[config.mk]
export PLATFORM = sky130hd
export DESIGN_NAME = integer_set_successor_engine
export DESIGN_NICKNAME = d
export VERILOG_FILES = /design/src/rtl/core/ise_pkg.sv /design/src/rtl/core/ise_ram.sv /design/src/rtl/core/integer_set_successor_engine.sv
export VERILOG_INCLUDE_DIRS = /design/src /design/src/rtl/core
export SDC_FILE = /design/constraint.sdc
export NUM_CORES = 1
export LEC_CHECK = 0
export BUFFER_PORTS_ARGS = -buffer_cell sky130_fd_sc_hd__buf_4
export CAP_MARGIN = 15
export CORE_MARGIN = 2
export CORE_UTILIZATION = 38
export CTS_CLUSTER_SIZE = 20
export DETAILED_ROUTE_END_ITERATION = 6
export GPL_ROUTABILITY_DRIVEN = 0
export SETUP_SLACK_MARGIN = 0.02
export SYNTH_ARGS = -nofsm -noshare
export SYNTH_HDL_FRONTEND = slang
export SYNTH_SLANG_ARGS = --single-unit
[constraint.sdc]
create_clock -name clk_i -period 4.19 [get_ports clk_i]
set_input_delay 0.838 -clock clk_i [delete_from_list [all_inputs] [get_ports clk_i]]
set_output_delay 0.838 -clock clk_i [all_outputs]
set_load 0.03 [all_outputs]
[src/rtl/core/assert_macros.svh]
// ----------------------------------------------------------------------------
// assert_macros.svh
// concurrent assertion macros shared by the rtl
// ----------------------------------------------------------------------------
`ifndef ASSERT_MACROS_SVH
`define ASSERT_MACROS_SVH
`ifndef NO_ASSERTIONS
// property must hold at every clock edge outside reset
`define ASSERT_AT(label, clk, rst_n, prop) \
  label: assert property (@(posedge clk) disable iff (!rst_n) prop) \
    else $error("assertion failed");
// condition must never be seen at a clock edge outside reset
`define ASSERT_NEVER_AT(label, clk, rst_n, cond) \
  label: assert property (@(posedge clk) disable iff (!rst_n) !(cond)) \
    else $error("forbidden condition seen");
`else
`define ASSERT_AT(label, clk, rst_n, prop)
`define ASSERT_NEVER_AT(label, clk, rst_n, cond)
`endif
`endif

[src/rtl/core/ise_pkg.sv]
// ----------------------------------------------------------------------------
// ise_pkg
// types, constants and bit search helpers of the integer set successor engine
// ----------------------------------------------------------------------------
package ise_pkg;

  localparam int unsigned KEY_W     = 8;
  localparam int unsigned SIDE      = 16;
  localparam int unsigned NCLUSTERS = 16;
  localparam int unsigned CLU_W     = 4;
  localparam int unsigned LOW_W     = 4;

  typedef logic [SIDE-1:0]      word_t;
  typedef logic [NCLUSTERS-1:0] summary_t;
  typedef logic [CLU_W-1:0]     clu_t;
  typedef logic [LOW_W-1:0]     low_t;
  typedef logic [KEY_W-1:0]     key_t;

  typedef enum logic [2:0] {
    OP_INSERT = 3'd0,
    OP_DELETE = 3'd1,
    OP_MEMBER = 3'd2,
    OP_MIN    = 3'd3,
    OP_MAX    = 3'd4,
    OP_SUCC   = 3'd5,
    OP_PRED   = 3'd6
  } operation_e;

  // index of lowest set bit, zero when none
  function automatic low_t first_idx(input word_t v);
    low_t idx;
    idx = '0;
    for (int i = SIDE - 1; i >= 0; i--) begin
      if (v[i]) begin
        idx = LOW_W'(i);
      end
    end
    return idx;
  endfunction

  // index of highest set bit, zero when none
  function automatic low_t last_idx(input word_t v);
    low_t idx;
    idx = '0;
    for (int i = 0; i < SIDE; i++) begin
      if (v[i]) begin
        idx = LOW_W'(i);
      end
    end
    return idx;
  endfunction

  // bits strictly above position l
  function automatic word_t gt_mask(input low_t l);
    word_t m;
    for (int i = 0; i < SIDE; i++) begin
      m[i] = (i > int'(l));
    end
    return m;
  endfunction

  // bits strictly below position l
  function automatic word_t lt_mask(input low_t l);
    word_t m;
    for (int i = 0; i < SIDE; i++) begin
      m[i] = (i < int'(l));
    end
    return m;
  endfunction

endpackage

[src/rtl/core/ise_ram.sv]
// ----------------------------------------------------------------------------
// ise_ram
// generic simple dual port ram, one write and one registered read port
// ----------------------------------------------------------------------------
module ise_ram #(
  parameter int unsigned WIDTH = 16,
  parameter int unsigned DEPTH = 16
) (
  input  logic                     clk_i,
  input  logic                     we_i,
  input  logic [$clog2(DEPTH)-1:0] waddr_i,
  input  logic [WIDTH-1:0]         wdata_i,
  input  logic                     re_i,
  input  logic [$clog2(DEPTH)-1:0] raddr_i,
  output logic [WIDTH-1:0]         rdata_o
);

  logic [WIDTH-1:0] mem_q [DEPTH];
  logic [WIDTH-1:0] rdata_q;

  always_ff @(posedge clk_i) begin
    if (we_i) begin
      mem_q[waddr_i] <= wdata_i;
    end
    if (re_i) begin
      rdata_q <= mem_q[raddr_i];
    end
  end

  assign rdata_o = rdata_q;

endmodule

[src/rtl/core/integer_set_successor_engine.sv]
// ----------------------------------------------------------------------------
// integer_set_successor_engine
// result strobe follows a taken start through ST_EVAL and the result
// register; successor and predecessor that must move on to another cluster
// word also pass through ST_EVAL2. the cluster ram read is registered. the next
// word is taken in the cycle its result is shown, no sooner; receiver can't stall
// reset empties the set at once by clearing the summary, no clearing pass
// ----------------------------------------------------------------------------
`include "assert_macros.svh"

module integer_set_successor_engine (
  input  logic              clk_i,
  input  logic              rst_ni,
  input  logic              start,
  output logic              busy,
  input  logic [2:0]        operation_i,
  input  ise_pkg::key_t     key_i,
  output logic              result_valid_o,
  output logic              found_o,
  output ise_pkg::key_t     answer_key_o
);
  import ise_pkg::*;

  typedef enum logic [1:0] {
    ST_IDLE,
    ST_EVAL,
    ST_EVAL2
  } state_e;

  state_e     state_q, state_d;
  summary_t   summary_q, summary_d;
  operation_e op_q, op_d;
  key_t       key_q, key_d;
  clu_t       clu_q, clu_d;
  logic       live_q, live_d;
  logic       valid_q, valid_d;
  logic       found_q, found_d;
  key_t       ans_q, ans_d;

  logic       accept;
  operation_e op_in;
  logic       ram_we, ram_re;
  clu_t       ram_raddr;
  word_t      ram_wdata, ram_rdata;
  word_t      word, bit_sel, own_gt, own_lt;
  summary_t   sum_gt, sum_lt;
  clu_t       h;
  low_t       lo;

  assign accept = start && !busy;
  assign busy   = (state_q != ST_IDLE);
  assign op_in  = operation_e'(operation_i);

  assign h       = key_q[KEY_W-1:LOW_W];
  assign lo      = key_q[LOW_W-1:0];
  // cluster never written or emptied reads as zero
  assign word    = live_q ? ram_rdata : '0;
  assign bit_sel = word_t'(1) << lo;
  assign own_gt  = word & gt_mask(lo);
  assign own_lt  = word & lt_mask(lo);
  assign sum_gt  = summary_q & gt_mask(h);
  assign sum_lt  = summary_q & lt_mask(h);

  always_comb begin
    state_d   = state_q;
    summary_d = summary_q;
    op_d      = op_q;
    key_d     = key_q;
    clu_d     = clu_q;
    valid_d   = 1'b0;
    found_d   = found_q;
    ans_d     = ans_q;
    ram_we    = 1'b0;
    ram_re    = 1'b0;
    ram_raddr = clu_q;
    ram_wdata = word;

    unique case (state_q)
      ST_IDLE: begin
        if (accept) begin
          op_d   = op_in;
          key_d  = key_i;
          ram_re = 1'b1;
          if (op_in == OP_MIN) begin
            ram_raddr = first_idx(summary_q);
          end else if (op_in == OP_MAX) begin
            ram_raddr = last_idx(summary_q);
          end else begin
            ram_raddr = key_i[KEY_W-1:LOW_W];
          end
          clu_d   = ram_raddr;
          state_d = ST_EVAL;
        end
      end
      ST_EVAL: begin
        state_d = ST_IDLE;
        valid_d = 1'b1;
        found_d = 1'b0;
        ans_d   = '0;
        unique case (op_q)
          OP_INSERT: begin
            ram_we       = 1'b1;
            ram_wdata    = word | bit_sel;
            summary_d[h] = 1'b1;
            found_d      = 1'b1;
          end
          OP_DELETE: begin
            ram_we    = 1'b1;
            ram_wdata = word & ~bit_sel;
            if ((word & ~bit_sel) == '0) begin
              summary_d[h] = 1'b0;
            end
            found_d = 1'b1;
          end
          OP_MEMBER: begin
            found_d = word[lo];
          end
          OP_MIN: begin
            found_d = |word;
            if (|word) begin
              ans_d = {clu_q, first_idx(word)};
            end
          end
          OP_MAX: begin
            found_d = |word;
            if (|word) begin
              ans_d = {clu_q, last_idx(word)};
            end
          end
          OP_SUCC: begin
            if (|own_gt) begin
              found_d = 1'b1;
              ans_d   = {h, first_idx(own_gt)};
            end else if (|sum_gt) begin
              ram_re    = 1'b1;
              ram_raddr = first_idx(sum_gt);
              clu_d     = ram_raddr;
              valid_d   = 1'b0;
              state_d   = ST_EVAL2;
            end
          end
          OP_PRED: begin
            if (|own_lt) begin
              found_d = 1'b1;
              ans_d   = {h, last_idx(own_lt)};
            end else if (|sum_lt) begin
              ram_re    = 1'b1;
              ram_raddr = last_idx(sum_lt);
              clu_d     = ram_raddr;
              valid_d   = 1'b0;
              state_d   = ST_EVAL2;
            end
          end
          default: begin
            found_d = 1'b0;
          end
        endcase
      end
      ST_EVAL2: begin
        state_d = ST_IDLE;
        valid_d = 1'b1;
        found_d = |word;
        if (op_q == OP_SUCC) begin
          ans_d = {clu_q, first_idx(word)};
        end else begin
          ans_d = {clu_q, last_idx(word)};
        end
        if (!(|word)) begin
          ans_d = '0;
        end
      end
      default: begin
        state_d = ST_IDLE;
      end
    endcase
  end

  assign live_d = ram_re ? summary_q[ram_raddr] : live_q;

  always_ff @(posedge clk_i or negedge rst_ni) begin
    if (!rst_ni) begin
      state_q   <= ST_IDLE;
      summary_q <= '0;
      valid_q   <= 1'b0;
      live_q    <= 1'b0;
      op_q      <= OP_INSERT;
      key_q     <= '0;
      clu_q     <= '0;
      found_q   <= 1'b0;
      ans_q     <= '0;
    end else begin
      state_q   <= state_d;
      summary_q <= summary_d;
      valid_q   <= valid_d;
      live_q    <= live_d;
      op_q      <= op_d;
      key_q     <= key_d;
      clu_q     <= clu_d;
      found_q   <= found_d;
      ans_q     <= ans_d;
    end
  end

  ise_ram #(
    .WIDTH(SIDE),
    .DEPTH(NCLUSTERS)
  ) u_member_ram (
    .clk_i   (clk_i),
    .we_i    (ram_we),
    .waddr_i (h),
    .wdata_i (ram_wdata),
    .re_i    (ram_re),
    .raddr_i (ram_raddr),
    .rdata_o (ram_rdata)
  );

  assign result_valid_o = valid_q;
  assign found_o        = found_q;
  assign answer_key_o   = ans_q;

  `ASSERT_AT(a_accept_busy, clk_i, rst_ni, (start && !busy) |=> busy)
  `ASSERT_AT(a_result_idle, clk_i, rst_ni, result_valid_o |-> !busy)
  `ASSERT_AT(a_result_after_work, clk_i, rst_ni, result_valid_o |-> $past(busy))
  `ASSERT_NEVER_AT(a_key_without_find, clk_i, rst_ni, result_valid_o && !found_o && (|answer_key_o))
  `ASSERT_NEVER_AT(a_ram_port_clash, clk_i, rst_ni, ram_we && ram_re)

endmodule

# Word-level counts from Yosys, hierarchy flattened
# Memory sizes are Yosys's and may differ from the RTL's. A register that Yosys moved wholly into a read port is not among the register bits.
# Index checks and enable logic that the tools add are counted.
# W data, S select, Z words.
# totals
mem_bits_rw,256
in_bits,14
elab_cells,295
output_inout_bits,11
ff_bits,44
memories,1
# classes
muxes,180
bitwise_logic,10
n_shift,1
order_cmp,64
reduce_logical,18
n_eq_ne,12
# mem_list
memory,words,word_bits,rd,rd_clocked_by_memory_dff,wr,line,text
u_member_ram.mem_q,16,16,1,1,1,ise_ram.sv:18,logic [WIDTH-1:0] mem_q [DEPTH];
# op_table
op,n
$mux W4,128
$reduce_or A16 Y1,5
$and A16 B16 Y16,4
$gt A4 B4 Y1 const A,16
$pmux W16 S2,2
$lt A4 B4 Y1 const A,14
$mux W16,3
$mux W8,5
$and A16 B15 Y16,2
$gt A3 B4 Y1 const A,8
$lt A3 B4 Y1 const A,8
$not A16 Y16,2
$or A16 B16 Y16,2
$pmux W8 S4,1
$mux W1,22
$gt A2 B4 Y1 const A,4
$logic_not A16 Y1,1
$lt A1 B4 Y1 const A,4
$lt A2 B4 Y1 const A,4
$pmux W4 S2,2
$pmux W8 S2,1
$shl A1 B4 Y16 const A,1
$lt A4 B5 Y1 const B,3
$eq A3 B3 Y1 const B,4
other kinds (21),39

# Longest topological paths before layout
# logic_depth
ltp_word,24
depth_mapped,16

# Hierarchy
# A second synthesis with hierarchy kept.
# hier_totals
hier_cells,1220
hier_area_um2,15542.4
# modules_own_cells
mod,cells_each,instances,area_per_inst_um2
ise_ram,432,1,10203.5
integer_set_successor_engine,788,1,5338.9

# Worst setup path before layout
# No wires, ideal clock.
# synth_path
path_kind,reg-to-reg
startpoint,"register u_member_ram.rdata_q[3], in the netlist u_member_ram.rdata_o[3], read port of u_member_ram.mem_q"
endpoint,"register u_member_ram.rdata_q[10], in the netlist u_member_ram.rdata_o[10], read port of u_member_ram.mem_q, data pin"
path_stages_with_launch,15
synth_period_minus_slack_ns,3.183
arrival_ns,2.919
path_slack_ns,1.007
path_cell_list,edfxtp_1 > buf_4 > inv_2 > a21oi_1 > o31a_1 > or4_4 > o31a_1 > nor3_2 > buf_6 > buf_4 > buf_4 > mux2i_1 > mux2i_1 > mux2i_1 > mux2i_1
# synth_via
elab_chain_len,6
# synth_rtl
item,line,text
start: declaration,ise_ram.sv:19,logic [WIDTH-1:0] rdata_q;
$mux W16 *,integer_set_successor_engine.sv:57,assign word = live_q ? ram_rdata : '0;
$and A16 B15 Y16 or $and A16 B16 Y16 (tied branches),"integer_set_successor_engine.sv:60, integer_set_successor_engine.sv:59",
$reduce_or A16 Y1 (on tied branches),"integer_set_successor_engine.sv:143, integer_set_successor_engine.sv:131",
$mux W4 (tied with other cells),integer_set_successor_engine.sv:143,if (|own_lt) begin
$pmux W4 S2 or $pmux W1 S2 (tied branches),integer_set_successor_engine.sv:100,unique case (op_q)
$pmux W4 S2 or $pmux W1 S2 (tied branches),--,
# Every way passes the cells marked *; elsewhere a longest branch is shown, timed or not.
# A chain may end at the register's enable or synchronous reset.

# Final worst setup path
# layout_path
startpoint,register key_q[5]
endpoint,"register u_member_ram.rdata_q[8], in the netlist u_member_ram.rdata_o[8], read port of u_member_ram.mem_q, data pin"
# layout_via
elab_chain_len,22
# layout_rtl
item,line,text
start: declaration,integer_set_successor_engine.sv:33,"key_t key_q, key_d;"
start signal: assignment,integer_set_successor_engine.sv:197,key_q <= key_d;
$gt A4 B4 Y1,ise_pkg.sv:57,m[i] = (i > int'(l));
$and A16 B16 Y16,integer_set_successor_engine.sv:61,assign sum_gt = summary_q & gt_mask(h);
$mux W4 (16 in a row),ise_pkg.sv:34,if (v[i]) begin
$mux W4 (2 in a row),--,
$pmux W4 S2,integer_set_successor_engine.sv:100,
$pmux W4 S2,--,
# Several ways; a longest one is shown, not always the timed one.

==> key figures <==
Critical path
  • CP max stage delay: 0.58 ns
  • Worst Setup Path Type: flop to flop
  • Largest delay share family, worst path: simple AND/OR/NAND/NOR gates
  • Startpoint Class: flop
  • Critical path endpoint category: flop
  • Crit path DAT: 4.33 ns
  • Critical-path top delay cell: dfrtp_1
  • Worst Path Max Fanout: 24
  • CP bufs+invs: 2
  • Critical Path RT: 4.58 ns
  • Worst-path cell chain: or3b_1, a21oi_2, and4b_1, nor2b_1, o31a_1, nor3_4, buf_12, buf_12, mux2i_1, mux4_2, mux2i_1

Clock network
  • Later-pin clock latency in the skew report: 0.56 ns
  • Total CTS buffers: 35
  • Reg clk slew, reported paths: 0.06 ns
  • Clock buffer depth: 3
  • Total number of H-tree levels: 2
  • Clock sink count: 316
  • CTS root buf: clkbuf_16
  • Post-CTS Setup Inserts: 0
  • CTS tree: yes

Timing
  • Clock Skews: 0.0259 ns
  • Final Hold Vio Count: 0
  • Slew Viols, Final: 0
  • Count of endpoints failing setup in the final report: 0
  • Slew @ Worst Pin: 0.721 ns
  • Post-layout min period: 3.95 ns
  • RSZ-0062 raised after global routing: no
  • Fmax: 0.253 GHz
  • Final period utilization: 0.942
  • Max_slew headroom: 0.513
  • Setup TNS: 0 ns

Die
  • Core ar.: 42100 µm²
  • Die area: 44600 µm²
  • Die height: 211 µm
  • Initial core utilization: 0.387
  • I/O pins: 25
  • DIE WIDTH: 211 µm
  • Row count: 75

Drt
  • Antenna-violating nets left: 0
  • Via count: 11400
  • Drt pass-1 iters: 6
  • Drt total wl: 44.0 mm
  • Vias per inst: 5.92
  • Starting DRC count in detailed routing: 1359
  • Mean routed wirelength per cell: 22.8 µm
  • DRC errors left: 0

Global routing
  • Initial antenna violation count: 0
  • First-pass GRT wire length: 67.0 mm
  • Aggregate global-route resource usage: 0.197
  • Total gr overflow: 0
  • Largest net degree at the start of global routing: 45
  • Vias in the first global route: 11000

Placement
  • Final HPWL from detailed placement: 28.2 mm
  • Port buffer count: 24

Synth
  • Post-synthesis cell area: 16300 µm²
  • Syn_area_per_cell: 12.5 µm²
  • Number of synthesized flops with an enable pin: 272
  • Top_reg_cell synth: edfxtp_1
  • Netlist cell types: 84
  • Yosys reg bits: 316
  • Post-Syn Instances: 1304
  • Async SR Flop Fraction: 0.139
  • Synth warn: 0
  • Seq/Total Area, Yosys: 0.568
  • Syn nets: 1321

Final layout
  • Final #Nets: 1389
  • Core Util, Final: 0.444
  • Share of cells above drive strength 1: 0.187
  • Diodes inserted: 0
  • Area grow syn2layout: 14.8%
  • Most common cell after layout, fill and taps aside: edfxtp_1
  • Most frequent cells in the layout: edfxtp_1 (272), mux2i_1 (211), buf_4 (126)

Power and ir drop
  • PD cells: 900 nW/µm²
  • Leak Pwr: 6.79 nW
  • Peak supply drop: 0.641 mV

Outcome
  • Status: completed

Job
  • Max-Cap Viols: 0

Min path
  • Min-delay worst type: input pin to asynchronous set/reset pin
timing repair:
item / CTS / global route
resized for setup: 0 / 2
hold buffers: 0 / 0
endpoints found under the setup margin: 0 / 3
sequential cells by signal (all words and copies together) (netlist names), named ones only:
| signal | flops |
|---|---|
| u_member_ram.mem_q | 256 |
| u_member_ram.rdata_o | 16 |
| answer_key_o | 8 |
| key_q | 8 |
| clu_q | 4 |
| op_q | 3 |
| state_q | 2 |
| found_o | 1 |
| live_q | 1 |
| result_valid_o | 1 |
power by group:
| part | switching [mW] | internal [mW] |
|---|---|---|
| combinational | 5.09 | 3.88 |
| sequential | 0.644 | 4.31 |
| clock | 1.25 | 1.66 |
| total | 6.98 | 9.86 |
routing by layer:
metal | global-route usage | vias to the layer above | part of all wire
li1 | - | 5189 | -
met1 | 0.276 | 5651 | 0.44
met2 | 0.313 | 499 | 0.46
met3 | 0.0277 | 97 | 0.067
met4 | 0.0726 | 0 | 0.031
met5 | 0 | - | 0
worst paths after layout:
path                                                  start  slack [ns]                                 to  cells past startpoint
worst max-delay path                   key_q[5]$_DFFE_PN0P_        0.24  u_member_ram.rdata_o[8]$_DFFE_PP_                     11
worst min-delay path                                 rst_ni        0.31         asynchronous set/reset pin                      1
worst max register to register         key_q[5]$_DFFE_PN0P_        0.24  u_member_ram.rdata_o[8]$_DFFE_PP_                     11
worst min register to register  answer_key_o[1]$_DFFE_PN0P_        0.48        answer_key_o[1]$_DFFE_PN0P_                      1
max in group asynchronous                            rst_ni        3.43               key_q[3]$_DFFE_PN0P_                      1
min in group clk_i              answer_key_o[1]$_DFFE_PN0P_        0.48        answer_key_o[1]$_DFFE_PN0P_                      1
through the flow:
step           worst slack (ns)  hold slack, ns  instance area (µm²)  power [mW]  cells
4_1_cts                   0.183           0.304                18700        16.9   1933
6_report                  0.244           0.313                18700        16.8   1933
5_1_grt                  0.0600           0.349                18700        17.8   1933
3_3_place_gp              0.264           0.467                17700        13.8   1874
2_1_floorplan              1.01           0.475                16300        11.1   1304
3_5_place_dp              0.230           0.473                17700        13.9   1874
worst register-to-register path, delay by kind of cell (launching register included):
family	cells	cell delay [ns]
simple gates	4	1.36
mux	3	0.77
compound gates	2	0.59
flops	1	0.58
buf+inv	2	0.51
cell type report:
class	instances	area, µm²
inverter	27	101
sequential	316	9270
timing repair buffer	137	1170
multi-input combinational	855	6440
clock buffer	41	898
fill	3800	23400
clock inverter	18	168
tap	539	674
cells in the mapped netlist, types with 6 or more instances:
cell      count  area (µm²)
nor2b_1      17         106
mux2_2       13         146
a21o_1        8        60.1
a41oi_1      20         175
o31a_1        6        52.6
nand3_1      29         145
o21ai_0      61         305
nor3_1       16        80.1
and3_1        9        56.3
edfxtp_1    272        8170
dfrtp_1      44        1100
o22ai_1      12        75.1
a31oi_1      16         100
nor2_1       85         319
mux4_2       21         473
nand2_1      80         300
and2_1        9        56.3
buf_4        19         143
o21bai_1      8        60.1
nand2b_1     10        62.6
nor4_1        7        43.8
o31ai_1      10        75.1
o32ai_1       6        52.6
a221oi_1      7        61.3
a21oi_1      67         335
clkbuf_1     55         206
mux2i_1     211        2110
buf_6         9         101
o21a_1        6        45.0
o211ai_1      8        60.1
inv_1        26        97.6
a211oi_1     13        97.6
buf_2        20         100
cell families (layout without fill, tap and decap cells):
group | after synthesis | in the layout | share of synthesized area
flip-flops | 316 | 316 | 0.568
AO/OA/AOI/OAI | 306 | 306 | 0.129
AND/OR/NAND/NOR | 301 | 301 | 0.0926
multiplexers | 245 | 245 | 0.167
buffers and inverters | 133 | 223 | 0.0409
adder cells (fa/ha/maj) | 3 | 3 | 0.00230
Note: power is estimated with default switching activity, not from simulation.
